==> config.mk <==
export PLATFORM = sky130hd
export DESIGN_NAME = adc_average_to_duty
export DESIGN_NICKNAME = d
export VERILOG_FILES = /design/src/rtl/avgduty_pkg.sv /design/src/rtl/adc_average_to_duty.sv
export SDC_FILE = /design/constraint.sdc
export NUM_CORES = 1
export LEC_CHECK = 0
export BUFFER_PORTS_ARGS = -buffer_cell sky130_fd_sc_hd__buf_4
export CAP_MARGIN = 20
export CORE_MARGIN = 2
export CORE_UTILIZATION = 45
export CTS_BUF_LIST = sky130_fd_sc_hd__clkbuf_2 sky130_fd_sc_hd__clkbuf_4 sky130_fd_sc_hd__clkbuf_8
export DETAILED_ROUTE_END_ITERATION = 8
export GPL_TIMING_DRIVEN = 0
export HOLD_SLACK_MARGIN = 0.05
export PLACE_DENSITY_LB_ADDON = 0.08
export SLEW_MARGIN = 20
export SYNTH_ARGS = -nofsm -noshare
export SYNTH_HDL_FRONTEND = slang
export SYNTH_SLANG_ARGS = --single-unit
export TNS_END_PERCENT = 50
==> constraint.sdc <==
create_clock -name clk -period 6.7 [get_ports clk]
set_clock_uncertainty 0.05 [all_clocks]
set_input_delay 0.67 -clock clk [delete_from_list [all_inputs] [get_ports clk]]
set_output_delay 0.67 -clock clk [all_outputs]
set_load 0.1 [all_outputs]
==> src/rtl/avgduty_pkg.sv <==
// Package for the averaging filter and duty mapper: widths, register indexes,
// control word layout and the microprogram table. No dependencies.
package avgduty_pkg;

    // Filter geometry
    localparam int AVG_SHIFT = 4;
    localparam int ADC_W     = 12;
    localparam int SUM_W     = ADC_W + AVG_SHIFT;
    localparam int CNT_W     = AVG_SHIFT;
    localparam int FS_W      = 13;
    localparam int DUTY_W    = 16;
    localparam int CFG_W     = 16;
    localparam int IDX_W     = 3;
    localparam int DCNT_W    = $clog2(ADC_W + 1);

    localparam logic [CNT_W-1:0]  CNT_MAX   = {CNT_W{1'b1}};
    localparam logic [DCNT_W-1:0] DIV_STEPS = DCNT_W'(ADC_W);

    // Configuration register indexes
    localparam logic [IDX_W-1:0] REG_FLOOR_TGT = 3'd0;
    localparam logic [IDX_W-1:0] REG_FLOOR_FB  = 3'd1;
    localparam logic [IDX_W-1:0] REG_FULL      = 3'd2;
    localparam logic [IDX_W-1:0] REG_DIV_TGT   = 3'd3;
    localparam logic [IDX_W-1:0] REG_DIV_FB    = 3'd4;
    localparam logic [IDX_W-1:0] REG_DUTY_LO   = 3'd5;
    localparam logic [IDX_W-1:0] REG_DUTY_HI   = 3'd6;

    // Micro-operations
    typedef enum logic [2:0] {
        OP_LOAD,    // take a sample transfer
        OP_FILT,    // update the channel filter
        OP_PREP,    // clamp the average, set up the divider
        OP_DIV,     // one restoring division step
        OP_DUTY     // offset, clamp, load the output register
    } op_t;

    // Jump conditions; a true condition jumps to the target step
    typedef enum logic [1:0] {
        JC_NONE,
        JC_NO_INPUT,
        JC_DIV_MORE,
        JC_OUT_BUSY
    } jc_t;

    localparam int STEP_W = 3;
    typedef logic [STEP_W-1:0] step_t;

    localparam step_t STEP_LOAD = 3'd0;
    localparam step_t STEP_DIV  = 3'd3;
    localparam step_t STEP_DUTY = 3'd4;
    localparam step_t STEP_LAST = 3'd4;

    typedef struct packed {
        op_t   op;
        jc_t   jc;
        step_t target;
    } ctrl_word_t;

    // Microprogram table
    function automatic ctrl_word_t rom_word(input step_t step);
        ctrl_word_t w;
        case (step)
            3'd0:    w = '{op: OP_LOAD, jc: JC_NO_INPUT, target: STEP_LOAD};
            3'd1:    w = '{op: OP_FILT, jc: JC_NONE,     target: STEP_LOAD};
            3'd2:    w = '{op: OP_PREP, jc: JC_NONE,     target: STEP_LOAD};
            3'd3:    w = '{op: OP_DIV,  jc: JC_DIV_MORE, target: STEP_DIV};
            3'd4:    w = '{op: OP_DUTY, jc: JC_OUT_BUSY, target: STEP_DUTY};
            default: w = '{op: OP_LOAD, jc: JC_NONE,     target: STEP_LOAD};
        endcase
        return w;
    endfunction

endpackage

==> src/rtl/adc_average_to_duty.sv <==
// Top level: two-channel moving-average filter with duty mapping, run by a
// microprogrammed sequencer. Depends on avgduty_pkg.

// One sample is handled at a time. From its transfer to its result being
// loaded, the sequencer takes the sample, updates the filter, clamps the
// average, runs twelve iterations of the bit-serial divider that turns
// the offset above the floor into duty steps, and forms and clamps the
// duty value. The next sample is taken in the cycle after
// that, while the result waits in the output register; if the previous result
// is still untaken the sequencer holds at its last step. Configuration writes
// take effect at once and belong only to idle periods.
module adc_average_to_duty (
    input  logic                              clk,
    input  logic                              rst_n,
    input  logic                              cfg_we,
    input  logic [avgduty_pkg::IDX_W-1:0]     cfg_index,
    input  logic [avgduty_pkg::CFG_W-1:0]     cfg_data,
    input  logic                              in_valid,
    output logic                              in_ready,
    input  logic                              channel,
    input  logic [avgduty_pkg::ADC_W-1:0]     sample,
    output logic                              out_valid,
    input  logic                              out_ready,
    output logic [avgduty_pkg::DUTY_W-1:0]    duty,
    output logic [avgduty_pkg::ADC_W-1:0]     average,
    output logic                              warming
);
    import avgduty_pkg::*;

    // Configuration registers
    logic [ADC_W-1:0]  floor_tgt_reg, floor_fb_reg;
    logic [FS_W-1:0]   full_reg;
    logic [ADC_W-1:0]  div_tgt_reg, div_fb_reg;
    logic [DUTY_W-1:0] duty_lo_reg, duty_hi_reg;

    // Per-channel filter state
    logic [SUM_W-1:0] sum_reg   [2];
    logic [ADC_W-1:0] avg_reg   [2];
    logic [CNT_W-1:0] cnt_reg   [2];
    logic             steady_reg[2];

    // Sequencer and datapath registers
    step_t             step_reg, step_next;
    logic              ch_reg;
    logic [ADC_W-1:0]  smp_reg;
    logic [ADC_W-1:0]  quot_reg, quot_next;
    logic [ADC_W-1:0]  rem_reg, rem_next;
    logic [ADC_W-1:0]  dvs_reg, dvs_next;
    logic [DCNT_W-1:0] dcnt_reg, dcnt_next;
    logic              out_valid_reg, out_valid_next;
    logic [DUTY_W-1:0] duty_reg, duty_next;
    logic [ADC_W-1:0]  average_reg, average_next;
    logic              warming_reg, warming_next;

    ctrl_word_t cw;
    logic       jump;
    logic       accept;
    logic       out_busy;
    logic       do_duty;

    // Filter datapath
    logic [SUM_W-1:0] sum_sel, sum_new;
    logic [ADC_W-1:0] avg_sel, avg_new;
    logic [CNT_W-1:0] cnt_sel, cnt_new;
    logic             steady_sel, steady_new;

    // Clamp, divide and duty datapath
    logic [ADC_W-1:0]  flr_sel, dvs_sel;
    logic [FS_W-1:0]   a_lo, a_cl;
    logic [ADC_W:0]    trial;
    logic [DUTY_W:0]   duty_sum;

    assign cw       = rom_word(step_reg);
    assign out_busy = out_valid_reg && !out_ready;
    assign in_ready = (cw.op == OP_LOAD);
    assign accept   = in_ready && in_valid;
    assign do_duty  = (cw.op == OP_DUTY) && !out_busy;

    // Step counter: jump on condition, else fall through and wrap
    always_comb
    begin
        case (cw.jc)
            JC_NONE:     jump = 1'b0;
            JC_NO_INPUT: jump = !in_valid;
            JC_DIV_MORE: jump = (dcnt_reg != DCNT_W'(1));
            JC_OUT_BUSY: jump = out_busy;
            default:     jump = 1'b0;
        endcase
        if (jump)
            step_next = cw.target;
        else if (step_reg == STEP_LAST)
            step_next = STEP_LOAD;
        else
            step_next = step_reg + STEP_W'(1);
    end

    // Filter update for the selected channel
    always_comb
    begin
        sum_sel    = sum_reg[ch_reg];
        avg_sel    = avg_reg[ch_reg];
        cnt_sel    = cnt_reg[ch_reg];
        steady_sel = steady_reg[ch_reg];
        avg_new    = avg_sel;
        cnt_new    = cnt_sel;
        steady_new = steady_sel;
        if (!steady_sel)
        begin
            sum_new = sum_sel + SUM_W'(smp_reg);
            if (cnt_sel == CNT_MAX)
            begin
                cnt_new    = '0;
                avg_new    = sum_new[SUM_W-1:AVG_SHIFT];
                steady_new = 1'b1;
            end
            else
            begin
                cnt_new = cnt_sel + CNT_W'(1);
            end
        end
        else
        begin
            sum_new = sum_sel - SUM_W'(avg_sel) + SUM_W'(smp_reg);
            avg_new = sum_new[SUM_W-1:AVG_SHIFT];
        end
    end

    // Clamp, division step and duty forming
    always_comb
    begin
        flr_sel = ch_reg ? floor_fb_reg : floor_tgt_reg;
        dvs_sel = ch_reg ? div_fb_reg : div_tgt_reg;
        if (dvs_sel == '0)
            dvs_sel = ADC_W'(1);

        // floor first, full scale last so it wins
        a_lo = (avg_sel <= flr_sel) ? FS_W'(flr_sel) : FS_W'(avg_sel);
        a_cl = (a_lo >= full_reg) ? full_reg : a_lo;

        quot_next = quot_reg;
        rem_next  = rem_reg;
        dvs_next  = dvs_reg;
        dcnt_next = dcnt_reg;
        trial     = {rem_reg, quot_reg[ADC_W-1]};

        case (cw.op)
            OP_PREP:
            begin
                quot_next = (a_cl > FS_W'(flr_sel)) ?
                            ADC_W'(a_cl - FS_W'(flr_sel)) : '0;
                rem_next  = '0;
                dvs_next  = dvs_sel;
                dcnt_next = DIV_STEPS;
            end
            OP_DIV:
            begin
                if (trial >= {1'b0, dvs_reg})
                begin
                    rem_next  = ADC_W'(trial - {1'b0, dvs_reg});
                    quot_next = {quot_reg[ADC_W-2:0], 1'b1};
                end
                else
                begin
                    rem_next  = trial[ADC_W-1:0];
                    quot_next = {quot_reg[ADC_W-2:0], 1'b0};
                end
                dcnt_next = dcnt_reg - DCNT_W'(1);
            end
            default:
            begin
            end
        endcase

        // offset is never negative, so only the upper limit matters
        duty_sum = {1'b0, duty_lo_reg} + (DUTY_W+1)'(quot_reg);
        if (duty_sum >= {1'b0, duty_hi_reg})
            duty_next = duty_hi_reg;
        else
            duty_next = duty_sum[DUTY_W-1:0];

        average_next = avg_sel;
        warming_next = !steady_sel;

        if (do_duty)
            out_valid_next = 1'b1;
        else if (out_ready)
            out_valid_next = 1'b0;
        else
            out_valid_next = out_valid_reg;
    end

    // Control state and configuration
    always_ff @(posedge clk or negedge rst_n)
    begin
        if (!rst_n)
        begin
            step_reg      <= STEP_LOAD;
            out_valid_reg <= 1'b0;
            floor_tgt_reg <= '0;
            floor_fb_reg  <= '0;
            full_reg      <= FS_W'(4095);
            div_tgt_reg   <= ADC_W'(1);
            div_fb_reg    <= ADC_W'(1);
            duty_lo_reg   <= '0;
            duty_hi_reg   <= '1;
            for (int i = 0; i < 2; i++)
            begin
                sum_reg[i]    <= '0;
                avg_reg[i]    <= '0;
                cnt_reg[i]    <= '0;
                steady_reg[i] <= 1'b0;
            end
        end
        else
        begin
            step_reg      <= step_next;
            out_valid_reg <= out_valid_next;
            if (cfg_we)
            begin
                case (cfg_index)
                    REG_FLOOR_TGT: floor_tgt_reg <= cfg_data[ADC_W-1:0];
                    REG_FLOOR_FB:  floor_fb_reg  <= cfg_data[ADC_W-1:0];
                    REG_FULL:      full_reg      <= cfg_data[FS_W-1:0];
                    REG_DIV_TGT:   div_tgt_reg   <= cfg_data[ADC_W-1:0];
                    REG_DIV_FB:    div_fb_reg    <= cfg_data[ADC_W-1:0];
                    REG_DUTY_LO:   duty_lo_reg   <= cfg_data[DUTY_W-1:0];
                    REG_DUTY_HI:   duty_hi_reg   <= cfg_data[DUTY_W-1:0];
                    default:
                    begin
                    end
                endcase
            end
            if (cw.op == OP_FILT)
            begin
                sum_reg[ch_reg]    <= sum_new;
                avg_reg[ch_reg]    <= avg_new;
                cnt_reg[ch_reg]    <= cnt_new;
                steady_reg[ch_reg] <= steady_new;
            end
        end
    end

    // Payload registers
    always_ff @(posedge clk)
    begin
        if (accept)
        begin
            ch_reg  <= channel;
            // target samples drop their low bit
            smp_reg <= channel ? sample : {sample[ADC_W-1:1], 1'b0};
        end
        quot_reg <= quot_next;
        rem_reg  <= rem_next;
        dvs_reg  <= dvs_next;
        dcnt_reg <= dcnt_next;
        if (do_duty)
        begin
            duty_reg    <= duty_next;
            average_reg <= average_next;
            warming_reg <= warming_next;
        end
    end

    assign out_valid = out_valid_reg;
    assign duty      = duty_reg;
    assign average   = average_reg;
    assign warming   = warming_reg;

endmodule
==> results of run 1 <==
==> cell type report <==
cell class | instances | area [um^2]
Multi-Input combinational cell | 1005 | 8330
Buffer | 48 | 303
Sequential cell | 245 | 6580
Clock buffer | 68 | 848
Inverter | 125 | 472
Tap cell | 448 | 561
Fill cell | 3016 | 15400
Timing Repair Buffer | 103 | 837
Clock inverter | 15 | 170
==> power by group through the flow <==
stage                     clock network (mW)  registers (mW)  logic, mW
after floorplan                            0            2.62       4.42
after global placement                     0            2.43       6.04
after detailed placement                   0            2.43       6.17
after CTS                               1.66            2.42       6.42
after global routing                    1.72            2.48       7.25
final                                   1.62            2.42       6.56
==> critical path, stage by stage (launching register included) <==
cell,delay [ps]
edfxtp_1,380
buf_6,160
buf_8,180
mux2_2,460
ha_1,310
nand4_1,170
a211oi_2,380
a2111oi_4,80
nor2_2,150
buf_6,150
buf_4,150
mux2i_2,230
ha_1,320
a2111oi_4,390
a21oi_2,120
nor2_2,150
buf_6,140
mux2_2,340
ha_1,320
nor2b_1,170
o31ai_2,290
a311oi_2,180
o21a_1,220
o21a_1,180
o21a_1,200
buf_4,180
a32o_1,220
==> layer usage <==
layer	part of all wire	up-vias	routed length (um)	global-route usage
li1	-	5482	-	-
met1	0.41	5554	16800	0.277
met4	0.035	0	1450	0.0919
met2	0.52	227	21300	0.432
met5	0	-	0	0
met3	0.034	92	1400	0.0291
==> layout by cell type (no fill, tap or decap), types with 14 or more instances in the layout <==
master,n
dfrtp_1,133
a21oi_1,70
dfstp_2,30
fa_1,16
a21o_1,27
mux2_2,135
inv_1,121
o21ai_0,83
edfxtp_1,82
clkbuf_1,29
ha_1,111
buf_4,97
xnor2_1,34
nand2_1,104
clkbuf_8,54
clkbuf_4,14
nor3_1,17
mux2i_1,47
nand3_1,14
xor2_1,18
nor2_1,59
==> cells by family after synthesis <==
| kind of cell | count (synthesis) | synth area share |
|---|---|---|
| AOI/OAI and AO/OA | 320 | 0.137 |
| and+or+nand+nor | 290 | 0.0925 |
| DFF | 245 | 0.430 |
| muxes | 213 | 0.151 |
| buffers and inverters | 173 | 0.0444 |
| adders and majority gates | 130 | 0.114 |
| xor gates and xnor gates | 52 | 0.0298 |
==> per-stage QoR <==
step / instance area, um^2 / util / setup WS, ps / power (mW) / hold WS [ps]
final: 18100 / 0.540 / 179 / 10.6 / 207
after global routing: 18100 / 0.540 / 1.88 / 11.5 / 182
after CTS: 17900 / 0.533 / 38.9 / 10.5 / 174
after detailed placement: 16500 / 0.492 / -1910 / 8.60 / 415
after global placement: 16400 / 0.488 / -1850 / 8.47 / 405
after floorplan: 15300 / - / 59.6 / 7.04 / 324
==> final timing paths <==
path | depth (start not counted) | to | slack [ps] | from
min in group asynchronous | 2 | sum_reg[18]$_DFFE_PN0P_ | 470 | rst_n
setup / recovery | 26 | quot_reg[8]$_DFFE_PP_ | 180 | ch_reg$_DFFE_PP_
setup reg to reg | 26 | quot_reg[8]$_DFFE_PP_ | 180 | ch_reg$_DFFE_PP_
max in group asynchronous | 4 | duty_hi_reg[9]$_DFFE_PN1P_ | 5110 | rst_n
hold reg to reg | 2 | cnt_reg[5]$_DFFE_PN0P_ | 420 | cnt_reg[5]$_DFFE_PN0P_
hold / removal | 1 | smp_reg[4]$_DFFE_PP_ | 210 | sample[4]
==> timing repair <==
action                                  CTS  global route
pin swaps                                 6             9
buffers inserted                         17            10
endpoints found under the setup margin   12            12
hold buffers                              1             0
gates resized for setup                  56            27
hold endpoints to repair                 26             0
==> impl_metrics.ini, run 1 <==
[run_status]
run_status = complete, no violations

[sta]
hold_violations = 0
max_freq_mhz = 153
min_period_ps = 6520
rsz0062_at_grt = false
worstMarginPinSlew_ps = 1090
setup_viol = 0
period_share = 0.973
drv_slew = 0
setup_tns_ps = 0
slew_headroom = 0.271

[placement]
gp_congestion = 0.904
post-place-cells = 1946
portBuffers = 67
hpwl_um = 30800

[floorplan]
die_w_um = 188
core_area_mm2 = 0.0335
chipHeight_um = 188
io_pins = 68
start_util = 0.456
dieArea_mm2 = 0.0355
rows = 67

[layout]
largest_register_ffs = 32
fin_nets = 1740
fin_cells = 2057
area_growth_syn_to_layout_pct = 18.4
drive_gt1_frac = 0.259
antennaDiodeCount = 0

[global_routing]
grt_pass1_wl_um = 64700
grt_overflow = 0
track_usage = 0.234
antenna_found_initial = 0
grt_pass1_vias = 11700
grt_max_degree = 71

[yosys]
syn_inst = 1423
yosys-top-cells-area = dfrtp_1, edfxtp_1, mux2_2
yosys-top-cells-count = mux2_2, dfrtp_1, inv_1
async_flop_share = 0.665
synth_most_common_cell = mux2_2
synth_top_area_cell = dfrtp_1
ys_ff_latch = 245
yosysTopAreaCellShare = 0.218
yosys_warnings = 0
synth_cell_type_count = 80
ys.flop_type = dfrtp_1
synth_edf_count = 82
syn_area_mm2 = 0.0153
syn_nets = 1590
yosysSeqAreaShare = 0.430
syn_avg_cell_area_um2 = 10.7

[hold_path]
min_path_type = in2reg

[power]
p_comb_frac = 0.619
internal_power_mw = 5.85
p_seq_frac = 0.228
powerDensity_mw_per_mm2 = 586
clkPwrFrac = 0.153
switching_share = 0.448
p_leak_nw = 8.01
peakVddDrop_mv = 0.354
switching_power_mw = 4.75

[worst_setup_path]
critPathArrivalTime_ps = 6790
critPathRequiredTime_ps = 6970
critPathKind = reg2reg
endpoint_kind = flop
startpoint_type = flop
critPathMaxFanout = 10

[flow_run]
maxCapViolations = 0

[clocking]
cts-root-buf = clkbuf_8
htree_levels = 2
cts.path.max_buffers = 3
cts_buffers = 45
clk-insertion-delay-late_ps = 580
tritoncts = yes
cts.sinks = 245
cts.reportedPaths.clkPinSlew_ps = 60

[route]
drc = 0
wl_per_cell_um = 19.9
drtPass1Iterations = 5
drt-vias-per-instance = 5.52
detail-route-antenna-nets = 0
drtIter0Drc = 552
vias = 11400
wl_um = 40900
Note: power is estimated with default switching activity, not from simulation.
==> run 2: changes to the inputs <==
--- a/config.mk
+++ b/config.mk
@@ -8,7 +8,7 @@
 export BUFFER_PORTS_ARGS = -buffer_cell sky130_fd_sc_hd__buf_4
 export CAP_MARGIN = 20
 export CORE_MARGIN = 2
-export CORE_UTILIZATION = 45
+export CORE_UTILIZATION = 46
 export CTS_BUF_LIST = sky130_fd_sc_hd__clkbuf_2 sky130_fd_sc_hd__clkbuf_4 sky130_fd_sc_hd__clkbuf_8
 export DETAILED_ROUTE_END_ITERATION = 8
 export GPL_TIMING_DRIVEN = 0
==> run 2 against run 1 <==
  * Sequential share of layout area is 0.078 points lower
  * Combinational power rose by 0.8%
  * Utilization increased by 1.6 points
  * Worst setup slack better by 25 ps
  * Die area is 2.1% lower
  * Non-clock buffer count increased by 14
  * Critical path depth up 8
  * Highest routed layer unchanged
==> impl_metrics.ini, run 2 (synthesis gave the netlist of run 1 again) <==
[run_status]
run_status = complete, no violations

[worst_setup_path]
critPathKind = reg2reg
rr_startpoint = ch_reg$_DFFE_PP_
startpoint_type = flop
endpoint_kind = flop
crit_path_start = ch_reg$_DFFE_PP_
cp_slowest_cell = ha_2
critPathArrivalTime_ps = 6780
critPathRequiredTime_ps = 6980
cpMostUsedCell = buf_4
critPathMaxFanout = 10
ff2ff_path_depth = 34
cpPeakStageDelay_ps = 370

[clocking]
cts.reportedPaths.clkPinSlew_ps = 60
htree_levels = 2
cts-root-buf = clkbuf_8
clk-insertion-delay-late_ps = 580
tritoncts = yes
cts_buffers = 45
cts.sinks = 245
cts.path.max_buffers = 3

[power]
p_leak_nw = 8.05
peakVddDrop_mv = 0.373
powerDensity_mw_per_mm2 = 580

[placement]
portBuffers = 67
hpwl_um = 29900
gp_congestion = 0.876

[layout]
fin_nets = 1754
nFillCells = 2889
final_common_cell = mux2_2
antennaDiodeCount = 0
mostFrequentLayoutCells = mux2_2, dfrtp_1, inv_1
area_growth_syn_to_layout_pct = 18.6
ff_latch_area_mm2 = 0.00658
multi_input_area_mm2 = 0.00836
drive_gt1_frac = 0.270
largest_register_ffs = 32

[global_routing]
grt_pass1_wl_um = 62900
grt_max_degree = 78
grt_pass1_vias = 11400
antenna_found_initial = 0
track_usage = 0.230
grt_overflow = 0

[hold_path]
holdPathStages = 1
hold_path_startpoint = sample[11]
min_path_type = in2reg

[route]
drtIter0Drc = 754
route.met3.wl_um = 1710
drtPass1Iterations = 6
dr.max_layer_used = met4
wl_per_cell_um = 19.5
m1WireLength_um = 17400
met2WireLength_um = 19800
drt-vias-per-instance = 5.52
drc = 0
detail-route-antenna-nets = 0
wl_um = 40200
vias = 11400

[sta]
period_share = 0.970
holdWs_ps = 221
max_freq_mhz = 154
slew_headroom = 0.269
setup_viol = 0
worstMarginPinSlew_ps = 1090
setup_tns_ps = 0
drv_slew = 0
hold_violations = 0
min_period_ps = 6500

[floorplan]
dieArea_mm2 = 0.0347
die_w_um = 186
chipHeight_um = 186
start_util = 0.469
core_area_mm2 = 0.0326
rows = 66
io_pins = 68

[flow_run]
maxCapViolations = 0
[run 2: changes by cell type in the layout (fill, tap and decap cells not counted), moves of 2 or more]
cell       change
clkbuf_4       +9
a21oi_2        +2
bufinv_16      -4
a21oi_1        -2
buf_4         +13
ha_4           +2
clkinv_1       -5
[run 2: layout make-up]
cell class	instances	area share
flip-flops and latches	245	0.363
plain buffers	48	0.0158
clock inverters	6	0.00172
multi-input cells	1005	0.461
clock buffers	76	0.0497
repair buffers	117	0.0526
inverters	125	0.0260
well taps	442	0.0305
[run 2: metal layers]
metal	vias to the layer above	global-route usage
li1	5506	-
met5	-	0
met3	84	0.0339
met4	0	0.0843
met1	5550	0.291
met2	244	0.400
[run 2: final timing paths]
path / slack (ps) / endpoint
setup / recovery: 200 / quot_reg[8]$_DFFE_PP_
hold / removal: 220 / smp_reg[11]$_DFFE_PP_
setup reg to reg: 200 / quot_reg[8]$_DFFE_PP_
hold reg to reg: 430 / cnt_reg[5]$_DFFE_PN0P_
max in group asynchronous: 5080 / div_tgt_reg[0]$_DFFE_PN1P_
min in group asynchronous: 480 / avg_reg[10]$_DFFE_PN0P_
[run 2: power by group]
group          total [mW]  leakage (nW)  switching [mW]  internal, mW
Clock                1.48         0.506           0.639         0.844
Combinational        6.61          4.84            3.82          2.79
Sequential           2.42          2.71           0.265          2.16
[run 2: what timing repair did]
| item | CTS | global route |
|---|---|---|
| endpoints found under the hold margin | 21 | 0 |
| hold buffers | 1 | 0 |
| buffers inserted | 22 | 19 |
| gates resized for setup | 54 | 31 |
| setup endpoints to repair | 12 | 12 |
| pin swaps | 5 | 12 |
[run 2: per-stage QoR]
step,total power [mW],util,instance area [um^2],instances,setup slack [ps]
2_1_floorplan,7.04,-,15300,1423,59.6
3_3_place_gp,8.43,0.501,16300,1932,-1840
3_5_place_dp,8.53,0.505,16500,1940,-1740
4_1_cts,10.3,0.547,17800,2045,9.95
5_1_grt,11.4,0.556,18100,2064,-14.8
6_report,10.5,0.556,18100,2064,203
[run 2: worst max-delay path: cells and delay by family (launching register included)]
kind	cells	cell delay, ps
simple gates	5	660
flops	1	340
buf+inv	14	1890
fa+ha+maj	3	920
mux	3	730
compound gates	9	1650
==> run 3: changes to the inputs <==
--- a/config.mk
+++ b/config.mk
@@ -7,13 +7,13 @@
 export LEC_CHECK = 0
 export BUFFER_PORTS_ARGS = -buffer_cell sky130_fd_sc_hd__buf_4
 export CAP_MARGIN = 20
-export CORE_MARGIN = 2
 export CORE_UTILIZATION = 46
 export CTS_BUF_LIST = sky130_fd_sc_hd__clkbuf_2 sky130_fd_sc_hd__clkbuf_4 sky130_fd_sc_hd__clkbuf_8
 export DETAILED_ROUTE_END_ITERATION = 8
 export GPL_TIMING_DRIVEN = 0
 export HOLD_SLACK_MARGIN = 0.05
 export PLACE_DENSITY_LB_ADDON = 0.08
+export REMOVE_ABC_BUFFERS = 1
 export SLEW_MARGIN = 20
 export SYNTH_ARGS = -nofsm -noshare
 export SYNTH_HDL_FRONTEND = slang
==> constraint.sdc (replaced) <==
create_clock -name clk -period 8 [get_ports clk]
set_clock_uncertainty 0.05 [all_clocks]
set_input_delay 0.8 -clock clk [delete_from_list [all_inputs] [get_ports clk]]
set_output_delay 0.8 -clock clk [all_outputs]
set_load 0.1 [all_outputs]
==> run 3 against run 2 <==
  * Sequential cell count is the same
  * Utilization is 2.1 points lower
  * Critical endpoint unchanged
  * Largest cell class unchanged
  * Largest power group unchanged
  * Worst setup slack better by 470 ps
==> impl_metrics.ini, run 3 (synthesis gave the netlist of run 1 again) <==
[sta]
max_freq_mhz = 137
hold_violations = 0
min_period_ps = 7320
worst_slack_ps = 676
drv_slew = 0
worstMarginPinSlew_ps = 986
setup_viol = 0
rsz0062_at_grt = false
period_share = 0.915
slew_headroom = 0.339

[global_routing]
grt_overflow = 0
grt_pass1_vias = 11300
grt_pass1_wl_um = 59200
antenna_found_initial = 0
track_usage = 0.223
grt_max_degree = 83

[worst_setup_path]
critPathRequiredTime_ps = 8260
timing.rr.end = quot_reg[8]$_DFFE_PP_
endpoint_kind = flop
regToRegSetupSlack_ps = 680
critPathKind = reg2reg
ff2ff_path_depth = 24
critPathMaxFanout = 14
critPathArrivalTime_ps = 7580
rr_startpoint = ch_reg$_DFFE_PP_
startpoint_type = flop

[clocking]
clk-insertion-delay-late_ps = 580
cts-root-buf = clkbuf_8
cts.path.max_buffers = 3
cts.sinks = 245
cts_buffers = 44
cts_hold_buf = 0
htree_levels = 2
cts.reportedPaths.clkPinSlew_ps = 60
tritoncts = yes

[route]
drtPass1Iterations = 5
detail-route-antenna-nets = 0
drt-vias-per-instance = 5.54
vias = 11000
drc = 0
wl_um = 36300
drtIter0Drc = 560
wl_per_cell_um = 18.2

[layout]
final_common_cell = mux2_2
area_growth_syn_to_layout_pct = 14.1
drive_gt1_frac = 0.239
largest_register_ffs = 32
mostFrequentLayoutCells = mux2_2, dfrtp_1, inv_1
post-route-util = 0.535
antennaDiodeCount = 0
fin_nets = 1679

[flow_run]
maxCapViolations = 0

[run_status]
run_status = complete, no violations

[hold_path]
min_path_type = in2async

[placement]
portBuffers = 67
hpwl_um = 26700
gp_congestion = 0.924
place_ws_ps = -394

[floorplan]
chipHeight_um = 184
rows = 66
io_pins = 68
die_w_um = 184
start_util = 0.469
core_area_mm2 = 0.0326
dieArea_mm2 = 0.0340

[power]
powerDensity_mw_per_mm2 = 479
p_leak_nw = 7.82
peakVddDrop_mv = 0.217
==> run 3: critical path, stage by stage (launching register included) <==
cell,delay [ps]
edfxtp_1,570
buf_16,200
buf_8,180
mux2i_1,390
inv_1,220
ha_1,380
a21oi_1,170
nand2_1,70
a2111oi_0,480
nor2_2,130
mux2i_1,250
ha_1,290
a21o_1,180
a2111oi_0,530
a21oi_1,260
nor2_4,180
mux2_2,350
ha_1,290
nor2b_1,170
o31ai_1,420
a311oi_1,230
o21a_1,220
o21a_1,190
o21a_1,330
a32o_1,290
==> run 3: worst max-delay path by stage <==
stage                startpoint  depth (start not counted)  slack [ps]                      to
3_5_place_dp   ch_reg$_DFFE_PP_                         25        -390   quot_reg[8]$_DFFE_PP_
3_3_place_gp   ch_reg$_DFFE_PP_                         21       -2820   quot_reg[8]$_DFFE_PP_
2_1_floorplan  ch_reg$_DFFE_PP_                         22        -170  quot_reg[10]$_DFFE_PP_
6_report       ch_reg$_DFFE_PP_                         24         680   quot_reg[8]$_DFFE_PP_
4_1_cts        ch_reg$_DFFE_PP_                         24         180   quot_reg[8]$_DFFE_PP_
5_1_grt        ch_reg$_DFFE_PP_                         25         210   quot_reg[4]$_DFFE_PP_
==> run 3: repair_timing <==
item | in CTS | in global routing
resized for setup | 1 | 5
endpoints found under the setup margin | 12 | 11
pin swaps | 1 | 1
setup buffers | 3 | 3
==> run 3: layout make-up <==
class / count / area (um^2)
multi-input cells: 1005 / 8110
repair buffers: 91 / 774
clock buffers: 71 / 871
clock inverters: 11 / 81.3
fillers: 2911 / 15200
well taps: 442 / 553
flip-flops and latches: 245 / 6580
inverters: 125 / 469
==> run 3: where the power goes <==
part / total (mW) / switching (mW) / internal [mW] / leakage (nW)
Clock: 1.25 / 0.526 / 0.721 / 0.505
Sequential: 2.02 / 0.213 / 1.80 / 2.71
Combinational: 5.09 / 3.01 / 2.09 / 4.61
==> run 3: through the flow <==
step / instances / TNS, ps / area, um^2 / hold WS [ps] / total power [mW]
after floorplan: 1375 / -1440 / 15100 / 392 / 5.84
after global placement: 1884 / -32970 / 16100 / 406 / 6.94
after detailed placement: 1902 / -3900 / 16400 / 413 / 7.05
after CTS: 1987 / 0 / 17400 / 192 / 8.37
after global routing: 1990 / 0 / 17400 / 219 / 9.09
final: 1990 / 0 / 17400 / 167 / 8.36
==> run 3: metal layers <==
metal,vias up,global-route usage,part of all wire
li1,5362,-,-
met5,-,0,0
met4,0,0.0863,0.035
met1,5322,0.280,0.44
met3,98,0.0340,0.039
met2,241,0.383,0.48
